==> src/hdl/mce_pkg.sv <==
// Package for the Morse character encoder: codes, command and status types,
// the letter pattern table and the ASCII constants used by the decoder.
// No dependencies.
`default_nettype none

package mce_pkg;

    // Field widths.
    localparam int CHAR_W = 8;
    localparam int DOT_W  = 16;
    localparam int DUR_W  = 18;
    localparam int LEN_W  = 3;
    localparam int SYM_N  = 4;
    localparam int IDX_W  = 5;

    // Dot period after reset, in milliseconds.
    localparam logic [DOT_W-1:0] DOT_PERIOD_RESET = 16'd100;

    // ASCII codes that bound the letter ranges, and the space.
    localparam logic [CHAR_W-1:0] ASCII_UPPER_A = 8'h41;
    localparam logic [CHAR_W-1:0] ASCII_UPPER_Z = 8'h5A;
    localparam logic [CHAR_W-1:0] ASCII_LOWER_A = 8'h61;
    localparam logic [CHAR_W-1:0] ASCII_LOWER_Z = 8'h7A;
    localparam logic [CHAR_W-1:0] ASCII_SPACE   = 8'h20;

    // Controller states.
    typedef enum logic [2:0] {
        S_IDLE,
        S_SYM,
        S_OFF,
        S_GAP,
        S_SPACE
    } state_t;

    // Kind of segment the datapath places in the output register.
    typedef enum logic [1:0] {
        SEG_ON,
        SEG_OFF,
        SEG_GAP,
        SEG_SPACE
    } seg_t;

    // Commands from the controller to the datapath.
    typedef struct packed {
        logic load;
        logic emit;
        seg_t kind;
    } cmd_t;

    // Status from the datapath to the controller.
    typedef struct packed {
        logic is_letter;
        logic is_space;
        logic out_free;
        logic last_sym;
    } sts_t;

    // Morse pattern: symbol count, dash bits with bit 0 sent first.
    typedef struct packed {
        logic [LEN_W-1:0] len;
        logic [SYM_N-1:0] dash;
    } pattern_t;

    // International Morse table, indexed by letter number (A is 0).
    function automatic pattern_t letter_pattern(input logic [IDX_W-1:0] idx);
        pattern_t p;
        unique case (idx)
            5'd0:    p = '{len: 3'd2, dash: 4'h2};
            5'd1:    p = '{len: 3'd4, dash: 4'h1};
            5'd2:    p = '{len: 3'd4, dash: 4'h5};
            5'd3:    p = '{len: 3'd3, dash: 4'h1};
            5'd4:    p = '{len: 3'd1, dash: 4'h0};
            5'd5:    p = '{len: 3'd4, dash: 4'h4};
            5'd6:    p = '{len: 3'd3, dash: 4'h3};
            5'd7:    p = '{len: 3'd4, dash: 4'h0};
            5'd8:    p = '{len: 3'd2, dash: 4'h0};
            5'd9:    p = '{len: 3'd4, dash: 4'hE};
            5'd10:   p = '{len: 3'd3, dash: 4'h5};
            5'd11:   p = '{len: 3'd4, dash: 4'h2};
            5'd12:   p = '{len: 3'd2, dash: 4'h3};
            5'd13:   p = '{len: 3'd2, dash: 4'h1};
            5'd14:   p = '{len: 3'd3, dash: 4'h7};
            5'd15:   p = '{len: 3'd4, dash: 4'h6};
            5'd16:   p = '{len: 3'd4, dash: 4'hB};
            5'd17:   p = '{len: 3'd3, dash: 4'h2};
            5'd18:   p = '{len: 3'd3, dash: 4'h0};
            5'd19:   p = '{len: 3'd1, dash: 4'h1};
            5'd20:   p = '{len: 3'd3, dash: 4'h4};
            5'd21:   p = '{len: 3'd4, dash: 4'h8};
            5'd22:   p = '{len: 3'd3, dash: 4'h6};
            5'd23:   p = '{len: 3'd4, dash: 4'h9};
            5'd24:   p = '{len: 3'd4, dash: 4'hD};
            5'd25:   p = '{len: 3'd4, dash: 4'h3};
            default: p = '{len: 3'd1, dash: 4'h0};
        endcase
        return p;
    endfunction

endpackage

`default_nettype wire

==> src/hdl/mce_channels.sv <==
// Valid/ready channel interfaces for the Morse character encoder:
// character input, segment output and dot period configuration.
// Depends on mce_pkg for the field widths.
`default_nettype none

interface mce_char_if;
    logic                        valid;
    logic                        ready;
    logic [mce_pkg::CHAR_W-1:0]  character;

    modport source (output valid, output character, input ready);
    modport sink   (input valid, input character, output ready);
endinterface

interface mce_seg_if;
    logic                        valid;
    logic                        ready;
    logic                        led_on;
    logic [mce_pkg::DUR_W-1:0]   duration_ms;
    logic                        last;

    modport source (output valid, output led_on, output duration_ms, output last,
                    input ready);
    modport sink   (input valid, input led_on, input duration_ms, input last,
                    output ready);
endinterface

interface mce_cfg_if;
    logic                        valid;
    logic                        ready;
    logic [mce_pkg::DOT_W-1:0]   dot_ms;

    modport source (output valid, output dot_ms, input ready);
    modport sink   (input valid, input dot_ms, output ready);
endinterface

`default_nettype wire

==> src/hdl/mce_ctrl.sv <==
// Controller state machine of the Morse character encoder: steps through the
// symbols of a letter and issues emit commands to the datapath.
// Depends on mce_pkg for the state, command and status types.
`default_nettype none

module mce_ctrl (
    input  wire logic           clk,
    input  wire logic           rst_n,
    input  wire logic           in_valid,
    output logic                in_ready,
    input  wire mce_pkg::sts_t  sts,
    output mce_pkg::cmd_t       cmd
);

    mce_pkg::state_t state_reg;
    mce_pkg::state_t state_next;

    // State register.
    always_ff @(posedge clk or negedge rst_n)
    begin
        if (!rst_n)
        begin
            state_reg <= mce_pkg::S_IDLE;
        end
        else
        begin
            state_reg <= state_next;
        end
    end

    // Next state and commands. Each emitting state waits for a free output register.
    always_comb
    begin
        state_next = state_reg;
        cmd        = '{load: 1'b0, emit: 1'b0, kind: mce_pkg::SEG_ON};
        in_ready   = 1'b0;
        unique case (state_reg)
            mce_pkg::S_IDLE:
            begin
                in_ready = 1'b1;
                if (in_valid)
                begin
                    if (sts.is_letter)
                    begin
                        cmd.load   = 1'b1;
                        state_next = mce_pkg::S_SYM;
                    end
                    else if (sts.is_space)
                    begin
                        state_next = mce_pkg::S_SPACE;
                    end
                end
            end
            mce_pkg::S_SYM:
            begin
                cmd.kind = mce_pkg::SEG_ON;
                if (sts.out_free)
                begin
                    cmd.emit   = 1'b1;
                    state_next = mce_pkg::S_OFF;
                end
            end
            mce_pkg::S_OFF:
            begin
                cmd.kind = mce_pkg::SEG_OFF;
                if (sts.out_free)
                begin
                    cmd.emit   = 1'b1;
                    state_next = sts.last_sym ? mce_pkg::S_GAP : mce_pkg::S_SYM;
                end
            end
            mce_pkg::S_GAP:
            begin
                cmd.kind = mce_pkg::SEG_GAP;
                if (sts.out_free)
                begin
                    cmd.emit   = 1'b1;
                    state_next = mce_pkg::S_IDLE;
                end
            end
            mce_pkg::S_SPACE:
            begin
                cmd.kind = mce_pkg::SEG_SPACE;
                if (sts.out_free)
                begin
                    cmd.emit   = 1'b1;
                    state_next = mce_pkg::S_IDLE;
                end
            end
            default:
            begin
                state_next = mce_pkg::S_IDLE;
            end
        endcase
    end

    // A segment is only placed in a register that is empty or being drained.
    a_emit_free: assert property (@(posedge clk) disable iff (!rst_n)
        cmd.emit |-> sts.out_free)
        else $error("emit issued while output register is held");

    // A new pattern is loaded only when a character transaction is taken.
    a_load_idle: assert property (@(posedge clk) disable iff (!rst_n)
        cmd.load |-> (state_reg == mce_pkg::S_IDLE) && in_valid && in_ready)
        else $error("pattern loaded outside an input transaction");

    // The off segment after the final symbol leads to the closing gap.
    a_off_to_gap: assert property (@(posedge clk) disable iff (!rst_n)
        (state_reg == mce_pkg::S_OFF) && cmd.emit && sts.last_sym
        |=> state_reg == mce_pkg::S_GAP)
        else $error("final symbol not followed by the letter gap");

    // The closing segment of a character returns the controller to idle.
    a_last_to_idle: assert property (@(posedge clk) disable iff (!rst_n)
        cmd.emit && ((cmd.kind == mce_pkg::SEG_GAP) || (cmd.kind == mce_pkg::SEG_SPACE))
        |=> state_reg == mce_pkg::S_IDLE)
        else $error("controller not idle after the last segment");

endmodule

`default_nettype wire

==> src/hdl/mce_dp.sv <==
// Datapath of the Morse character encoder: character decode and pattern lookup,
// symbol shift register, dot period register and the output segment register.
// Depends on mce_pkg for types, constants and the letter table.
`default_nettype none

module mce_dp (
    input  wire logic                        clk,
    input  wire logic                        rst_n,
    input  wire logic [mce_pkg::CHAR_W-1:0]  character,
    input  wire logic                        cfg_we,
    input  wire logic [mce_pkg::DOT_W-1:0]   cfg_data,
    input  wire mce_pkg::cmd_t               cmd,
    output mce_pkg::sts_t                    sts,
    input  wire logic                        seg_ready,
    output logic                             seg_valid,
    output logic                             led_on,
    output logic [mce_pkg::DUR_W-1:0]        duration_ms,
    output logic                             last
);

    logic [mce_pkg::DOT_W-1:0]  dot_reg;
    logic [mce_pkg::LEN_W-1:0]  cnt_reg;
    logic [mce_pkg::LEN_W-1:0]  cnt_next;
    logic [mce_pkg::SYM_N-1:0]  dash_reg;
    logic [mce_pkg::SYM_N-1:0]  dash_next;
    logic                       valid_reg;
    logic                       valid_next;
    logic                       led_reg;
    logic [mce_pkg::DUR_W-1:0]  dur_reg;
    logic                       last_reg;
    logic                       is_upper;
    logic                       is_lower;
    logic [mce_pkg::IDX_W-1:0]  idx;
    mce_pkg::pattern_t          pat;
    logic [mce_pkg::DUR_W-1:0]  dot_ext;
    logic [mce_pkg::DUR_W-1:0]  dur_sel;
    logic                       led_sel;
    logic                       last_sel;

    // Character decode and table lookup.
    always_comb
    begin
        is_upper = (character >= mce_pkg::ASCII_UPPER_A) &&
                   (character <= mce_pkg::ASCII_UPPER_Z);
        is_lower = (character >= mce_pkg::ASCII_LOWER_A) &&
                   (character <= mce_pkg::ASCII_LOWER_Z);
        if (is_lower)
        begin
            idx = mce_pkg::IDX_W'(character - mce_pkg::ASCII_LOWER_A);
        end
        else
        begin
            idx = mce_pkg::IDX_W'(character - mce_pkg::ASCII_UPPER_A);
        end
        pat = mce_pkg::letter_pattern(idx);
    end

    // Segment level, length and end mark for the commanded kind.
    always_comb
    begin
        dot_ext = {{(mce_pkg::DUR_W - mce_pkg::DOT_W){1'b0}}, dot_reg};
        unique case (cmd.kind)
            mce_pkg::SEG_ON:
            begin
                led_sel  = 1'b1;
                last_sel = 1'b0;
                dur_sel  = dash_reg[0] ? (dot_ext + (dot_ext << 1)) : dot_ext;
            end
            mce_pkg::SEG_OFF:
            begin
                led_sel  = 1'b0;
                last_sel = 1'b0;
                dur_sel  = dot_ext;
            end
            mce_pkg::SEG_GAP:
            begin
                led_sel  = 1'b0;
                last_sel = 1'b1;
                dur_sel  = dot_ext << 1;
            end
            mce_pkg::SEG_SPACE:
            begin
                led_sel  = 1'b0;
                last_sel = 1'b1;
                dur_sel  = dot_ext << 2;
            end
            default:
            begin
                led_sel  = 1'b0;
                last_sel = 1'b0;
                dur_sel  = '0;
            end
        endcase
    end

    // Symbol counter and dash shift register: loaded with a new pattern, and advanced after each off segment.
    always_comb
    begin
        cnt_next  = cnt_reg;
        dash_next = dash_reg;
        if (cmd.load)
        begin
            cnt_next  = pat.len;
            dash_next = pat.dash;
        end
        else if (cmd.emit && (cmd.kind == mce_pkg::SEG_OFF))
        begin
            cnt_next  = cnt_reg - 1'b1;
            dash_next = dash_reg >> 1;
        end
    end

    // Output register is held until the sink takes the transaction.
    always_comb
    begin
        if (cmd.emit)
        begin
            valid_next = 1'b1;
        end
        else if (seg_ready)
        begin
            valid_next = 1'b0;
        end
        else
        begin
            valid_next = valid_reg;
        end
    end

    // Control and configuration registers.
    always_ff @(posedge clk or negedge rst_n)
    begin
        if (!rst_n)
        begin
            dot_reg   <= mce_pkg::DOT_PERIOD_RESET;
            valid_reg <= 1'b0;
            cnt_reg   <= '0;
        end
        else
        begin
            if (cfg_we)
            begin
                dot_reg <= cfg_data;
            end
            valid_reg <= valid_next;
            cnt_reg   <= cnt_next;
        end
    end

    // Payload registers.
    always_ff @(posedge clk)
    begin
        dash_reg <= dash_next;
        if (cmd.emit)
        begin
            led_reg  <= led_sel;
            dur_reg  <= dur_sel;
            last_reg <= last_sel;
        end
    end

    // Status to the controller.
    always_comb
    begin
        sts.is_letter = is_upper || is_lower;
        sts.is_space  = (character == mce_pkg::ASCII_SPACE);
        sts.out_free  = !valid_reg || seg_ready;
        sts.last_sym  = (cnt_reg == mce_pkg::LEN_W'(1));
    end

    assign seg_valid   = valid_reg;
    assign led_on      = led_reg;
    assign duration_ms = dur_reg;
    assign last        = last_reg;

endmodule

`default_nettype wire

==> src/hdl/morse_character_encoder.sv <==
// Morse character encoder top level: one character per input transaction,
// one LED segment per output transaction, controller and datapath joined here.
// A new character is taken only while idle, once every segment of the previous one
// has been emitted; a letter of n symbols gives 2n+1 segments, a space one, and other
// characters none; one segment is emitted per cycle while the output register is free.
// Reset (rst_n, async low): idle, output empty, dot period 100 ms.
`default_nettype none

module morse_character_encoder (
    input  wire logic   clk,
    input  wire logic   rst_n,
    mce_char_if.sink    chr,
    mce_seg_if.source   seg,
    mce_cfg_if.sink     cfg
);

    mce_pkg::cmd_t  cmd;
    mce_pkg::sts_t  sts;
    logic           in_ready;

    assign chr.ready = in_ready;
    assign cfg.ready = 1'b1;

    // Controller.
    mce_ctrl u_ctrl (
        .clk      (clk),
        .rst_n    (rst_n),
        .in_valid (chr.valid),
        .in_ready (in_ready),
        .sts      (sts),
        .cmd      (cmd)
    );

    // Datapath.
    mce_dp u_dp (
        .clk         (clk),
        .rst_n       (rst_n),
        .character   (chr.character),
        .cfg_we      (cfg.valid),
        .cfg_data    (cfg.dot_ms),
        .cmd         (cmd),
        .sts         (sts),
        .seg_ready   (seg.ready),
        .seg_valid   (seg.valid),
        .led_on      (seg.led_on),
        .duration_ms (seg.duration_ms),
        .last        (seg.last)
    );

endmodule

`default_nettype wire
==> src/flat_wrapper.sv <==
// flat-port wrapper written by rule: the top's interface ports become plain ports
module morse_character_encoder_flat 
  (clk, rst_n, chr_valid, chr_character, chr_ready, seg_valid, seg_led_on, seg_duration_ms, seg_last, seg_ready, cfg_valid, cfg_dot_ms, cfg_ready);
  mce_char_if chr_i ();
  mce_seg_if seg_i ();
  mce_cfg_if cfg_i ();
  input  wire logic clk;
  input  wire logic rst_n;
  input wire logic [$bits(chr_i.valid)-1:0] chr_valid;
  input wire logic [$bits(chr_i.character)-1:0] chr_character;
  output wire logic [$bits(chr_i.ready)-1:0] chr_ready;
  output wire logic [$bits(seg_i.valid)-1:0] seg_valid;
  output wire logic [$bits(seg_i.led_on)-1:0] seg_led_on;
  output wire logic [$bits(seg_i.duration_ms)-1:0] seg_duration_ms;
  output wire logic [$bits(seg_i.last)-1:0] seg_last;
  input wire logic [$bits(seg_i.ready)-1:0] seg_ready;
  input wire logic [$bits(cfg_i.valid)-1:0] cfg_valid;
  input wire logic [$bits(cfg_i.dot_ms)-1:0] cfg_dot_ms;
  output wire logic [$bits(cfg_i.ready)-1:0] cfg_ready;
  assign chr_i.valid = chr_valid;
  assign chr_i.character = chr_character;
  assign chr_ready = chr_i.ready;
  assign seg_valid = seg_i.valid;
  assign seg_led_on = seg_i.led_on;
  assign seg_duration_ms = seg_i.duration_ms;
  assign seg_last = seg_i.last;
  assign seg_i.ready = seg_ready;
  assign cfg_i.valid = cfg_valid;
  assign cfg_i.dot_ms = cfg_dot_ms;
  assign cfg_ready = cfg_i.ready;
  morse_character_encoder u_core (.clk(clk), .rst_n(rst_n), .chr(chr_i), .seg(seg_i), .cfg(cfg_i));
endmodule
==> config.mk <==
export PLATFORM = sky130hd
export DESIGN_NAME = morse_character_encoder_flat
export DESIGN_NICKNAME = d
export VERILOG_FILES = /design/src/hdl/mce_pkg.sv /design/src/hdl/mce_channels.sv /design/src/hdl/mce_ctrl.sv /design/src/hdl/mce_dp.sv /design/src/hdl/morse_character_encoder.sv /design/src/flat_wrapper.sv
export SDC_FILE = /design/constraint.sdc
export NUM_CORES = 1
export LEC_CHECK = 0
export BUFFER_PORTS_ARGS = -buffer_cell sky130_fd_sc_hd__buf_2
export CAP_MARGIN = 20
export CORE_ASPECT_RATIO = 2
export CORE_MARGIN = 10
export CORE_UTILIZATION = 35
export DETAILED_ROUTE_END_ITERATION = 8
export GPL_ROUTABILITY_DRIVEN = 1
export MAX_ROUTING_LAYER = met4
export PLACE_DENSITY = 0.6
export SLEW_MARGIN = 20
export SYNTH_ARGS = -nofsm -noshare
export SYNTH_HDL_FRONTEND = slang
export SYNTH_HIERARCHICAL = 1
export SYNTH_SLANG_ARGS = --single-unit
==> constraint.sdc <==
create_clock -name clk -period 4.1 [get_ports clk]
set_clock_uncertainty 0.05 [all_clocks]
set_input_delay 0.41 -clock clk [delete_from_list [all_inputs] [get_ports clk]]
set_output_delay 0.41 -clock clk [all_outputs]
set_load 0.05 [all_outputs]
* After elaboration in Yosys (flattened, before gate mapping)
Memory sizes are Yosys's and may differ from the RTL's. Index checks and enable logic that the tools add are counted.
Storage, ports and cells: register bits 47, ROM bits 224, output and inout port bits 23, word-level logic and storage cells 71, memories kept 1
Memory list:
- (no name shown) | depth 32, bits a word 7, read ports 1, clocked after Yosys merged registers in 0, wr ports 0, line mce_pkg.sv:67 | unique case (idx)
Operators by class: add/subtract/negate cells 4, $lt $le $gt $ge 4, equal/unequal tests 14, multiplexer cells 25, reduce and logical (&&, ||, !) cells 15
Operators by type and width (count):
- case mux 18 bit (4 select lines) | 1
- two-way mux 3 bit | 8
- case mux 3 bit (4 select lines) | 2
- adder 16 x 17 -> 18 bit | 1
- two-way mux 18 bit | 1
- >= comparator 8 x 7 -> 1 bit, second input constant | 2
- <= comparator 8 x 7 -> 1 bit, second input constant | 2
- subtractor 5 x 1 -> 5 bit, second input constant | 2
- == test 8 x 6 -> 1 bit, second input constant | 1
- two-way mux 4 bit | 2
- two-way mux 1 bit | 7
- == test 3 x 1 -> 1 bit, second input constant | 2
- == test 3 x 2 -> 1 bit, second input constant | 2
- != test 2 x 1 -> 1 bit, second input constant | 3
- OR reduction 2 bit | 3
- two-way mux 5 bit | 1
- AND reduction 5 bit | 1
- == test 2 bit, second input constant | 2
- case mux 1 bit (2 select lines) | 2
- nonzero test 2 bit | 2
- == test 3 bit, second input constant | 1
- logical AND 1 bit | 3
- logical NOT 3 bit | 1
- != test 3 x 1 -> 1 bit, second input constant | 1
- other kinds (8) | 9

* Longest topological paths before layout
Gate-level depths: netlist of run 1.
word-level depth 8, mapped depth 10, depth with buffers taken out 10

* Hierarchy
Netlist of run 1, hierarchy kept.
Modules (own cells, without submodules):
- mce_dp | times used 1, cells each 384, area an instance 3557.2 um2, sequential area each 1224.9 um2
- mce_ctrl | times used 1, cells each 28, area an instance 247.7 um2, sequential area each 75.1 um2
- morse_character_encoder | times used 1, cells each 2, area an instance 11.3 um2, sequential area each 0.0 um2

* Least setup slack after synthesis of run 1
OpenSTA, ideal clock, no wires.
kind reg2reg, start point reg u_core.u_dp.valid_reg, in the netlist u_core/u_dp/seg_valid, end point reg u_core/u_dp/cnt_reg[2] in the netlist's numbering, setup time 120 ps, arrival time 3298 ps, data required time 3930 ps, path slack 632 ps, cell stages (with the launch flop) 9, cell sequence dfrtp_1 nand2b_1 inv_1 nor3_1 nand3b_1 nor2_1 xnor2_1 nor2_1 a31o_1
RTL lines:
- start: declaration | line mce_dp.sv:26 | logic valid_reg;
- start signal: assignment | line mce_dp.sv:145 | valid_reg <= valid_next;
- end signal: assignment | line mce_dp.sv:146 | cnt_reg <= cnt_next;
- end: declaration | line mce_dp.sv:22 | logic [mce_pkg::LEN_W-1:0] cnt_reg;

==> metrics.csv, run 1 <==
stage,metric,value,unit
clocking,post_cts_buffers,0,
synth,syn-num-nets,469,
timing,layout_min_cycle_time,2.95,ns
status,status,completed,
clocking,cts-root-buf,clkbuf_16,
setup_path,endpoint,u_core/u_dp/dash_reg[1]$_DFFE_PP_,
cells_and_area,drive_gt1_share,23.3,%
clocking,cts_buffers,5,
synth,synth-xor-area-share,3.84,%
hold_path,hold_class,in2async,
drt,antenna_left,0,
synth,synth-adder-area-share,8.98,%
setup_path,r2r_setup_slack,1.16,ns
timing,setup_viol,0,
clocking,clockBufferDepth,2,
setup_path,r2r_cells,8,
setup_path,critPathTopFamily,simple AND/OR/NAND/NOR gates,
timing,rsz0062_at_grt,no,
setup_path,timing.rr.start,u_core/u_dp/dot_reg[1]$_DFFE_PN0P_,
timing,fin_crit_sh,72.0,%
setup_path,cpPeakStageDelay,0.47,ns
synth,yosys.area_share.simple,17.4,%
synth,postSynthAreaPerCell,9.22,um2
setup_path,cp-start-kind,input pin,
place,portBuffers,50,
grt,grt_use_total,12.3,%
drt,wirelength,9.62,mm
drt,drc,0,
synth,synth_area_leader_cell,edfxtp_1,
setup_path,timing.critical_path.buf_inv,2,
die,initial_core_util,36.0,%
grt,grt_max_degree,26,
setup_path,critPathArrivalTime,2.92,ns
setup_path,cp_max_fo,19,
synth,syn-cell-area,3820,um2
timing,whs,0.0409,ns
setup_path,crit_path_cell_trace,buf_2 -> inv_1 -> ha_1 -> nand2b_1 -> nor4_1 -> nor4b_1 -> and3_1 -> nand2_1 -> a311oi_1 -> a211oi_1,
timing,worst_pin_slew,0.971,ns
grt,grt_pass1_vias,3206,
power_and_ir_drop,pwr_density_cell,578,nW/um2
setup_path,crit_path_top_delay_cell,nor4b_1,
cells_and_area,final_net_count,505,
synth,synth_area_leaders,"edfxtp_1, dfrtp_1, ha_1",
setup_path,r2r-end,u_core/u_dp/duration_ms[15]$_DFFE_PP_,
cells_and_area,fill_cells,1115,
clocking,clk_pin_slew,0.06,ns
die,die_x,93.8,um
setup_path,path_depth,10,
setup_path,required,4.07,ns
die,coreArea,10600,um2
synth,synth-seq-cells,47,
synth,syn_inst,414,
timing,hold_viol,0,
synth,synth_mux_area_share,10.2,%
setup_path,criticalPathCategory,in2reg,
grt,antenna_found_initial,0,
clocking,clock_latency,0.29,ns
setup_path,crit_path_end_kind,flop,
power_and_ir_drop,p_leak,1.75,nW
drt,drt_first_pass_iters,4,
place,hpwlAfterDp,7.55,mm
clocking,cts_hold_buffers,0,
die,die_h,168,um
timing,tns,0,ns
drt,vias,3247,
clocking,cts_num_sinks,47,
drt,via_per_inst,5.52,
synth,ys_warn_count,6,
power_and_ir_drop,power,0.00249,W
grt,grt_pass1_wl,15.4,mm
cells_and_area,num_antenna_cells,0,
timing,max_freq,339,MHz
clocking,cts_resized,0,
timing,slew_violations,0,
die,io_pins,52,
die,dieArea,15700,um2
synth,synth_edf_count,24,
cells_and_area,syn_to_final_growth,13.1,%
synth,synth-async-reset-ratio,48.9,%
grt,grt-ovfl-total,0,
synth,yosysTopAreaCellShare,18.9,%
cells_and_area,largest_reg_flops,18,
timing,relSlewSlack,34.8,%
drt,wl_per_cell,16.4,um
clocking,cts_tree,yes,
synth,synth_compound_area_share,20.8,%
cells_and_area,design_area,4320,um2
clocking,htreeDepth,2,
place,dpl_cell_area,4160,um2
synth,synthFlopType,edfxtp_1,
power_and_ir_drop,peakVddDrop,0.274,mV
place,gp_congestion,0.901,
run,drv_cap,0,
synth,synth_top_family_by_area,compound AO/OA/AOI/OAI gates,
drt,drt_iter0_drc,213,
synth,synth_seq_area_share,34.1,%
setup_path,crit_start,chr_character[0],
die,rows,53,
synth,yosys.cell_types.count,68,
-- layer usage --
layer	global-route usage [%]	vias up	wire, um
li1	-	1605	-
met4	6.91	0	361
met3	1.48	22	388
met5	-	-	0
met2	23.0	94	5450
met1	11.5	1526	3420
-- per-stage QoR --
stage,std cells,worst slack [ns],utilization (%)
2_1_floorplan,414,0.632,-
3_5_place_dp,580,0.894,39.2
6_report,588,1.15,40.7
5_1_grt,588,0.771,40.7
3_3_place_gp,580,1.01,39.2
4_1_cts,588,1.15,40.7
-- synth_stat cells (6+ instances only) --
master / number
a211oi_1: 9
a21o_1: 6
a21oi_1: 35
clkbuf_1: 14
dfrtp_1: 20
edfxtp_1: 24
ha_1: 25
inv_1: 13
mux2_2: 20
mux2i_1: 15
nand2_1: 36
nand2b_1: 9
nand3_1: 8
nor2_1: 23
nor3_1: 13
o211ai_1: 8
o21ai_0: 29
xnor2_1: 11
-- how the worst min path moves through the flow --
stage | from | endpoint | slack, ns | cells past startpoint
after floorplan | rst_n | u_core/u_ctrl/state_reg[0]$_DFFE_PN0P_ | 0.06 | 0
after global routing | rst_n | u_core/u_dp/dot_reg[1]$_DFFE_PN0P_ | 0.07 | 1
after detailed placement | rst_n | u_core/u_dp/dot_reg[1]$_DFFE_PN0P_ | 0.37 | 1
after CTS | rst_n | u_core/u_dp/dot_reg[1]$_DFFE_PN0P_ | 0.06 | 1
final | rst_n | u_core/u_dp/dot_reg[1]$_DFFE_PN0P_ | 0.04 | 1
after global placement | rst_n | u_core/u_dp/dot_reg[0]$_DFFE_PN0P_ | 0.36 | 1
-- layout make-up --
| type | instances | area [um2] | share of cell area, % |
|---|---|---|---|
| Clock buffer | 7 | 153 | 3.54 |
| Timing Repair Buffer | 55 | 288 | 6.67 |
| Sequential cell | 47 | 1300 | 30.1 |
| Multi-Input combinational cell | 328 | 2350 | 54.4 |
| Clock inverter | 1 | 6.26 | 0.145 |
| Tap cell | 137 | 171 | 3.97 |
| Inverter | 13 | 48.8 | 1.13 |
-- power breakdown --
| group | leakage, nW | switching, W | internal [W] |
|---|---|---|---|
| clock | 0.0805 | 0.000170 | 0.000260 |
| sequential | 0.499 | 0.0000914 | 0.000700 |
| combinational | 1.17 | 0.000868 | 0.000405 |
-- cell usage in the layout (no fill, tap or decap), drive strengths merged, types with 4 or more instances in the layout --
master / instances
nand3: 8
inv: 14
mux2: 21
o21bai: 5
a31oi: 5
a21oi: 36
o21ai: 32
nor3: 16
nand3b: 5
edfxtp: 24
a211oi: 11
nor3b: 4
o211ai: 8
a21o: 7
nor2b: 5
nand2b: 9
nand2: 36
xnor2: 13
ha: 25
clkbuf: 7
and3: 6
dfrtp: 20
buf: 55
nor2: 25
a22oi: 4
mux2i: 15
-- cells by family after synthesis --
group	count (synthesis)
xor gates and xnor gates	15
AOI/OAI and AO/OA	124
DFF	47
other	1
muxes	36
and+or+nand+nor	125
adders and majority gates	27
buffers and inverters	39
Power figures use the tool's default switching activity.
==> inputs of run 2 (changes only) <==
--- a/config.mk
+++ b/config.mk
@@ -5,6 +5,7 @@
 export SDC_FILE = /design/constraint.sdc
 export NUM_CORES = 1
 export LEC_CHECK = 0
+export ABC_AREA = 1
 export BUFFER_PORTS_ARGS = -buffer_cell sky130_fd_sc_hd__buf_2
 export CAP_MARGIN = 20
 export CORE_ASPECT_RATIO = 2
@@ -13,7 +14,7 @@
 export DETAILED_ROUTE_END_ITERATION = 8
 export GPL_ROUTABILITY_DRIVEN = 1
 export MAX_ROUTING_LAYER = met4
-export PLACE_DENSITY = 0.6
+export PLACE_DENSITY = 0.62
 export SLEW_MARGIN = 20
 export SYNTH_ARGS = -nofsm -noshare
 export SYNTH_HDL_FRONTEND = slang
==> constraint.sdc (replaced) <==
create_clock -name clk -period 2.45 [get_ports clk]
set_clock_uncertainty 0.05 [all_clocks]
set_input_delay 0.245 -clock clk [delete_from_list [all_inputs] [get_ports clk]]
set_output_delay 0.245 -clock clk [all_outputs]
set_load 0.05 [all_outputs]
==> run 2 against run 1 <==
First-iteration DRC count down 5.6%. Utilization up 0.55 points. Area after synthesis up 1.7%. Combinational power up 120%. Final cell count up 30%. Wire length up 19%. Via count up 21%. Worst hold slack better by 0.072 ns. Critical endpoint is now u_core/u_dp/duration_ms[17]$_DFFE_PP_. Largest power group unchanged.
==> metrics.csv, run 2 <==
stage,metric,value,unit,change
grt,grt_pass1_vias,4087,,"was 3,206"
timing,relSlewSlack,50.8,%,was 34.8%
synth,synth_area_leader_cell,edfxtp_1,,unchanged
drt,via_per_inst,5.13,,was 5.52
grt,grt_pass1_wl,18.9,mm,was 15.4 mm
timing,tns,0,ns,unchanged
synth,syn-cell-area,3880,um2,was 3820 um2
cells_and_area,fill_cells,1164,,"was 1,115"
die,dieArea,16000,um2,"was 15,700 um2"
place,gp_congestion,0.907,,was 0.901
synth,synthFlopType,edfxtp_1,,unchanged
timing,worst_pin_slew,0.738,ns,was 0.971 ns
power_and_ir_drop,pwr_density_cell,1090,nW/um2,was 578 nW/um2
setup_path,timing.rr.start,u_core/u_dp/dot_reg[0]$_DFFE_PN0P_,,was u_core/u_dp/dot_reg[1]$_DFFE_PN0P_
power_and_ir_drop,p_leak,2.33,nW,was 1.75 nW
clocking,cts_hold_buffers,1,,was 0
timing,layout_min_cycle_time,2.24,ns,
synth,synth-seq-cells,47,,unchanged
setup_path,required,2.40,ns,was 4.07 ns
status,status,completed,,unchanged
drt,drt_iter0_drc,201,,was 213
setup_path,path_depth,12,,was 10
setup_path,crit_path_top_delay_cell,fa_1,,was nor4b_1
drt,drt_first_pass_iters,4,,unchanged
clocking,post_cts_buffers,0,,unchanged
die,die_x,94.5,um,was 93.8 um
place,portBuffers,50,,unchanged
setup_path,timing.critical_path.buf_inv,0,,was 2
grt,antenna_found_initial,0,,unchanged
setup_path,cp-start-kind,flop,,was input pin
drt,vias,3931,,"was 3,247"
power_and_ir_drop,peakVddDrop,0.455,mV,was 0.274 mV
grt,grt-ovfl-total,0,,unchanged
timing,setup_viol,0,,unchanged
synth,postSynthAreaPerCell,6.83,um2,was 9.22 um2
hold_path,hold_class,in2reg,,was in2async
die,io_pins,52,,unchanged
setup_path,crit_path_end_kind,flop,,unchanged
setup_path,endpoint,u_core/u_dp/duration_ms[17]$_DFFE_PP_,,was u_core/u_dp/dash_reg[1]$_DFFE_PP_
clocking,clk_pin_slew,0.06,ns,about the same
timing,slew_violations,0,,unchanged
clocking,htreeDepth,2,,unchanged
setup_path,critPathArrivalTime,2.18,ns,was 2.92 ns
setup_path,crit_start,u_core/u_dp/dot_reg[0]$_DFFE_PN0P_,,was chr_character[0]
setup_path,criticalPathCategory,reg2reg,,was in2reg
die,coreArea,10900,um2,"was 10,600 um2"
setup_path,critPathTopFamily,simple AND/OR/NAND/NOR gates,,unchanged
clocking,clockBufferDepth,2,,unchanged
clocking,cts_num_sinks,47,,unchanged
synth,yosys.cell_types.count,38,,was 68
die,die_h,169,um,was 168 um
synth,syn-num-nets,623,,was 469
synth,synth_area_leaders,"edfxtp_1, nand2_1, dfrtp_1",,"was edfxtp_1, dfrtp_1, ha_1"
synth,yosys-top-cells-count,"nand2_1, inv_1, a21oi_1, o21ai_0, nand3_1",,"was nand2_1, a21oi_1, o21ai_0, ha_1, edfxtp_1"
cells_and_area,syn_to_final_growth,15.6,%,was 13.1%
synth,ys_warn_count,6,,unchanged
grt,grt_use_total,15.1,%,was 12.3%
setup_path,r2r_cells,12,,was 8
synth,synth-async-reset-ratio,48.9,%,unchanged
place,dp_cells,757,,was 580
clocking,cts_resized,0,,unchanged
setup_path,cpPeakStageDelay,0.42,ns,was 0.47 ns
power_and_ir_drop,power,0.00487,W,was 0.00249 W
die,initial_core_util,35.7,%,was 36.0%
clocking,clock_latency,0.29,ns,about the same
synth,yosysTopAreaCellShare,18.6,%,was 18.9%
setup_path,crit_path_cell_trace,ha_1 -> fa_1 -> nand2_1 -> nand2_1 -> nand3_1 -> nand2_1 -> nand2_1 -> nand2_1 -> nand2_1 -> nand2_1 -> nand2_1 -> o21ai_0,,was buf_2 -> inv_1 -> ha_1 -> nand2b_1 -> nor4_1 -> nor4b_1 -> and3_1 -> nand2_1 -> a311oi_1 -> a211oi_1
clocking,cts_buffers,5,,unchanged
setup_path,cp_max_fo,3,,was 19
grt,grt_max_degree,33,,was 26
timing,fin_crit_sh,91.3,%,
drt,antenna_left,0,,unchanged
synth,synth_edf_count,24,,unchanged
cells_and_area,mostFrequentLayoutCell,nand2_1,,was buf_2
timing,max_freq,447,MHz,
drt,drc,0,,unchanged
run,drv_cap,0,,unchanged
timing,hold_viol,0,,unchanged
drt,wl_per_cell,14.9,um,was 16.4 um
die,rows,54,,was 53
setup_path,r2r-end,u_core/u_dp/duration_ms[17]$_DFFE_PP_,,was u_core/u_dp/duration_ms[15]$_DFFE_PP_
synth,synth_seq_area_share,33.5,%,was 34.1%
cells_and_area,largest_reg_flops,18,,unchanged
cells_and_area,fin_cells,766,,was 588
cells_and_area,final_net_count,680,,was 505
cells_and_area,final_cell_mix,"nand2_1, inv_1, buf_2",,"was buf_2, nand2_1, a21oi_1"
setup_path,crit_top_cell,nand2_1,,
cells_and_area,drive_gt1_share,16.0,%,was 23.3%
place,hpwlAfterDp,9.19,mm,was 7.55 mm
synth,synth.most_common_cell,nand2_1,,unchanged
setup_path,r2r_setup_slack,0.21,ns,was 1.16 ns
drt,wirelength,11.4,mm,was 9.62 mm
cells_and_area,num_antenna_cells,0,,unchanged
clocking,cts-root-buf,clkbuf_16,,unchanged
timing,rsz0062_at_grt,no,,unchanged
clocking,cts_tree,yes,,unchanged
synth,syn_inst,568,,was 414
==> run 2: cell type report <==
| class | count | area (um2) | share of cell area (%) |
|---|---|---|---|
| Sequential cell | 47 | 1300 | 29.0 |
| Clock buffer | 6 | 129 | 2.87 |
| Multi-Input combinational cell | 421 | 2190 | 48.9 |
| Tap cell | 140 | 175 | 3.91 |
| Inverter | 86 | 323 | 7.20 |
| Timing Repair Buffer | 64 | 358 | 7.98 |
| Clock inverter | 2 | 8.76 | 0.195 |
==> run 2: stage by stage <==
| step | hold WS (ns) | utilization [%] | cell area (um2) | setup WS, ns |
|---|---|---|---|---|
| finish | 0.112 | 41.2 | 4490 | 0.214 |
| global route | 0.131 | 41.2 | 4490 | 0.00331 |
| CTS | 0.110 | 41.2 | 4490 | 0.204 |
| detailed placement | 0.248 | 39.9 | 4340 | 0.0751 |
| global placement | 0.240 | 39.9 | 4340 | 0.175 |
| floorplan | -0.101 | - | 3880 | 0.206 |
==> run 2: cells by family (layout without fill, tap and decap cells) <==
group / Yosys count / in the layout / synth area share, %
compound gates: 115 / 115 / 16.2
xor+xnor: 9 / 9 / 2.03
fa+ha+maj: 26 / 26 / 8.58
buf+inv: 100 / 158 / 10.1
flops: 47 / 47 / 33.5
other cells: 1 / 1 / 0.0967
simple gates: 270 / 270 / 29.5
==> run 2: worst min path at each step <==
stage | cells past startpoint | from | slack, ns | to
global placement | 1 | rst_n | 0.24 | u_core/u_dp/dot_reg[1]$_DFFE_PN0P_
floorplan | 0 | rst_n | -0.10 | u_core/u_ctrl/state_reg[0]$_DFFE_PN0P_
detailed placement | 1 | rst_n | 0.25 | u_core/u_dp/dot_reg[1]$_DFFE_PN0P_
global route | 3 | cfg_dot_ms[7] | 0.13 | u_core/u_dp/dot_reg[7]$_DFFE_PN0P_
finish | 3 | cfg_dot_ms[4] | 0.11 | u_core/u_dp/dot_reg[4]$_DFFE_PN0P_
CTS | 3 | cfg_dot_ms[3] | 0.11 | u_core/u_dp/dot_reg[3]$_DFFE_PN0P_
==> run 2: power by group <==
| part | leakage [nW] | internal, W | switching, W | total (W) |
|---|---|---|---|---|
| Sequential | 0.505 | 0.00125 | 0.000112 | 0.00136 |
| Clock | 0.0683 | 0.000374 | 0.000292 | 0.000665 |
| Combinational | 1.75 | 0.000780 | 0.00206 | 0.00284 |
==> run 2: worst min-delay path, stage by stage <==
cell and delay, ns:
buf_2 0.07, nand2_1 0.04, o21ai_0 0.06
==> run 2: routing by layer <==
metal / vias up / part of all wire [%] / GRT usage, %
met2: 83 / 60 / 30.5
met1: 1844 / 33 / 12.4
li1: 1963 / - / -
met5: - / 0 / -
met4: 0 / 4.6 / 8.57
met3: 41 / 2.3 / 1.46
==> inputs of run 3 (changes only) <==
--- a/config.mk
+++ b/config.mk
@@ -5,7 +5,7 @@
 export SDC_FILE = /design/constraint.sdc
 export NUM_CORES = 1
 export LEC_CHECK = 0
-export ABC_AREA = 1
+export ABC_AREA = 0
 export BUFFER_PORTS_ARGS = -buffer_cell sky130_fd_sc_hd__buf_2
 export CAP_MARGIN = 20
 export CORE_ASPECT_RATIO = 2
@@ -13,7 +13,6 @@
 export CORE_UTILIZATION = 35
 export DETAILED_ROUTE_END_ITERATION = 8
 export GPL_ROUTABILITY_DRIVEN = 1
-export MAX_ROUTING_LAYER = met4
 export PLACE_DENSITY = 0.62
 export SLEW_MARGIN = 20
 export SYNTH_ARGS = -nofsm -noshare
==> run 3 against run 2 <==
The run now ends with setup timing left. Final area up 6.5%. Global-route usage is 2.4 points lower. Via count down 13%. Worst hold slack improved by 0.0057 ns. Critical path type unchanged. Largest power group unchanged. Highest routed layer unchanged.
==> metrics.csv, run 3 (synthesis results as in run 1) <==
stage,metric,value,unit,change
drt,drc,0,,unchanged
grt,grt_max_degree,38,,was 33
setup_path,crit_path_end_kind,flop,,unchanged
drt,vias,3411,,"was 3,931"
clocking,cts_tree,yes,,unchanged
cells_and_area,num_antenna_cells,0,,unchanged
setup_path,cp-start-kind,flop,,unchanged
setup_path,critPathTopFamily,compound AO/OA/AOI/OAI gates,,was simple AND/OR/NAND/NOR gates
timing,relSlewSlack,52.4,%,was 50.8%
timing,max_freq,401,MHz,was 447 MHz
timing,slew_violations,0,,unchanged
setup_path,crit_path_cell_trace,buf_6 -> fa_2 -> a211oi_4 -> o21bai_2 -> a211oi_2 -> a21oi_2 -> o21ai_1 -> or3b_1,,was ha_1 -> fa_1 -> nand2_1 -> nand2_1 -> nand3_1 -> nand2_1 -> nand2_1 -> nand2_1 -> nand2_1 -> nand2_1 -> nand2_1 -> o21ai_0
drt,drt_iter0_drc,133,,was 201
grt,grt_pass1_vias,3507,,"was 4,087"
cells_and_area,syn_to_final_growth,25.1,%,was 15.6%
setup_path,required,2.43,ns,was 2.40 ns
clocking,clockBufferDepth,2,,unchanged
run,drv_cap,0,,unchanged
timing,setup_ws,-0.0467,ns,was 0.214 ns
clocking,cts_buffers,5,,unchanged
clocking,htreeDepth,2,,unchanged
power_and_ir_drop,pwr_density_cell,908,nW/um2,was 1090 nW/um2
clocking,clk_pin_slew,0.06,ns,about the same
power_and_ir_drop,peakVddDrop,0.473,mV,was 0.455 mV
clocking,cts_num_sinks,47,,unchanged
drt,met3WireLength,401,um,was 258 um
timing,worst_pin_slew,0.709,ns,was 0.738 ns
grt,antenna_found_initial,0,,unchanged
timing,layout_min_cycle_time,2.50,ns,was 2.24 ns
place,dp_cells,630,,was 757
cells_and_area,final_cell_mix,"buf_4, buf_2, nand2_1",,"was nand2_1, inv_1, buf_2"
grt,grt-ovfl-total,0,,unchanged
timing,rsz0062_at_grt,yes,,was no
timing,setup_viol,1,,was 0
cells_and_area,largest_reg_flops,18,,unchanged
die,die_x,93.8,um,was 94.5 um
die,io_pins,52,,unchanged
hold_path,hold_class,in2reg,,unchanged
place,portBuffers,50,,unchanged
drt,routed.top_layer,met4,,unchanged
cells_and_area,multi_input_area,2420,um2,was 2190 um2
setup_path,cp_max_fo,3,,unchanged
cells_and_area,fin_cells,639,,was 766
drt,wl_per_cell,15.7,um,was 14.9 um
die,rows,53,,was 54
cells_and_area,seq_area,1300,um2,about the same
grt,grt_use_total,12.7,%,was 15.1%
drt,met2_length,5.78,mm,was 6.86 mm
status,status,finished with violations,,was completed
place,hpwlAfterDp,8.23,mm,was 9.19 mm
drt,drt_first_pass_iters,4,,unchanged
drt,via_per_inst,5.34,,was 5.13
die,initial_core_util,36.0,%,was 35.7%
die,die_h,168,um,was 169 um
cells_and_area,mostFrequentLayoutCell,buf_4,,was nand2_1
power_and_ir_drop,p_leak,2.00,nW,was 2.33 nW
drt,met1Wirelength,3.39,mm,was 3.76 mm
cells_and_area,fin_util,45.0,%,was 41.2%
drt,antenna_left,0,,unchanged
clocking,cts-root-buf,clkbuf_16,,unchanged
setup_path,critPathArrivalTime,2.48,ns,was 2.18 ns
setup_path,crit_path_top_delay_cell,dfrtp_2,,was fa_1
cells_and_area,final_net_count,556,,was 680
die,dieArea,15700,um2,"was 16,000 um2"
die,coreArea,10600,um2,"was 10,900 um2"
clocking,clock_latency,0.29,ns,about the same
drt,wirelength,10.0,mm,was 11.4 mm
timing,hold_viol,0,,unchanged
grt,grt_pass1_wl,16.4,mm,was 18.9 mm
setup_path,criticalPathCategory,reg2reg,,unchanged
cells_and_area,fill_cells,1049,,"was 1,164"
status,violations,setup timing,,
setup_path,timing.critical_path.buf_inv,1,,was 0
cells_and_area,drive_gt1_share,32.3,%,was 16.0%
timing,fin_crit_sh,102,%,was 91.3%
place,gp_congestion,0.978,,was 0.907
setup_path,cpPeakStageDelay,0.44,ns,was 0.42 ns
==> run 3: where the power goes <==
part,switching (W),total [W],internal (W)
registers,0.000130,0.00130,0.00117
logic,0.00153,0.00237,0.000838
clock network,0.000284,0.000661,0.000377
==> run 3: routing by layer <==
metal	up-vias	track usage, %
met2	74	24.8
met1	1612	11.4
met4	0	7.57
met3	26	2.24
li1	1699	-
met5	-	0
==> run 3: final timing paths <==
| path | from | endpoint | slack [ns] | cells after the start |
|---|---|---|---|---|
| max | u_core/u_dp/dot_reg[1]$_DFFE_PN0P_ | u_core/u_dp/duration_ms[15]$_DFFE_PP_ | -0.05 | 8 |
| min | cfg_dot_ms[14] | u_core/u_dp/dot_reg[14]$_DFFE_PN0P_ | 0.12 | 3 |
| max reg2reg | u_core/u_dp/dot_reg[1]$_DFFE_PN0P_ | u_core/u_dp/duration_ms[15]$_DFFE_PP_ | -0.05 | 8 |
| min reg2reg | u_core/u_dp/cnt_reg[1]$_DFFE_PN0P_ | u_core/u_dp/cnt_reg[1]$_DFFE_PN0P_ | 0.52 | 2 |
| max in group asynchronous | rst_n | u_core/u_dp/dot_reg[1]$_DFFE_PN0P_ | 1.56 | 2 |
| min in group asynchronous | rst_n | u_core/u_dp/dot_reg[0]$_DFFE_PN0P_ | 0.41 | 2 |
==> run 3: repair_timing <==
item / in CTS / in global routing
hold buffers: 1 / 0
endpoints found under the hold margin: 20 / 0
gates resized for setup: 4 / 10
buffers inserted: 1 / 0
endpoints found under the setup margin: 3 / 7
pin swaps: 3 / 9
==> run 3: worst min-delay path, cell delays in order <==
cell and delay [ns]:
buf_2 0.07, nand2_1 0.04, o21ai_0 0.06
==> run 3: cell type report <==
| class | instances | area share (%) |
|---|---|---|
| sequential | 47 | 27.2 |
| multi-input combinational | 328 | 50.8 |
| clock buffer | 6 | 2.70 |
| tap | 137 | 3.59 |
| timing repair buffer | 106 | 14.4 |
| inverter | 13 | 1.02 |
| clock inverter | 2 | 0.236 |
==> run 3: through the flow <==
step	power, W	TNS [ns]	worst slack (ns)	hold WS (ns)	cell area (um2)
2_1_floorplan	0.00303	-0.0249	-0.0249	-0.101	3840
5_1_grt	0.00463	-0.185	-0.145	0.135	4780
6_report	0.00434	-0.0467	-0.0467	0.118	4780
3_5_place_dp	0.00366	-0.116	-0.107	0.207	4560
4_1_cts	0.00435	-0.0996	-0.0996	0.117	4740
3_3_place_gp	0.00362	-0.105	-0.105	0.200	4560
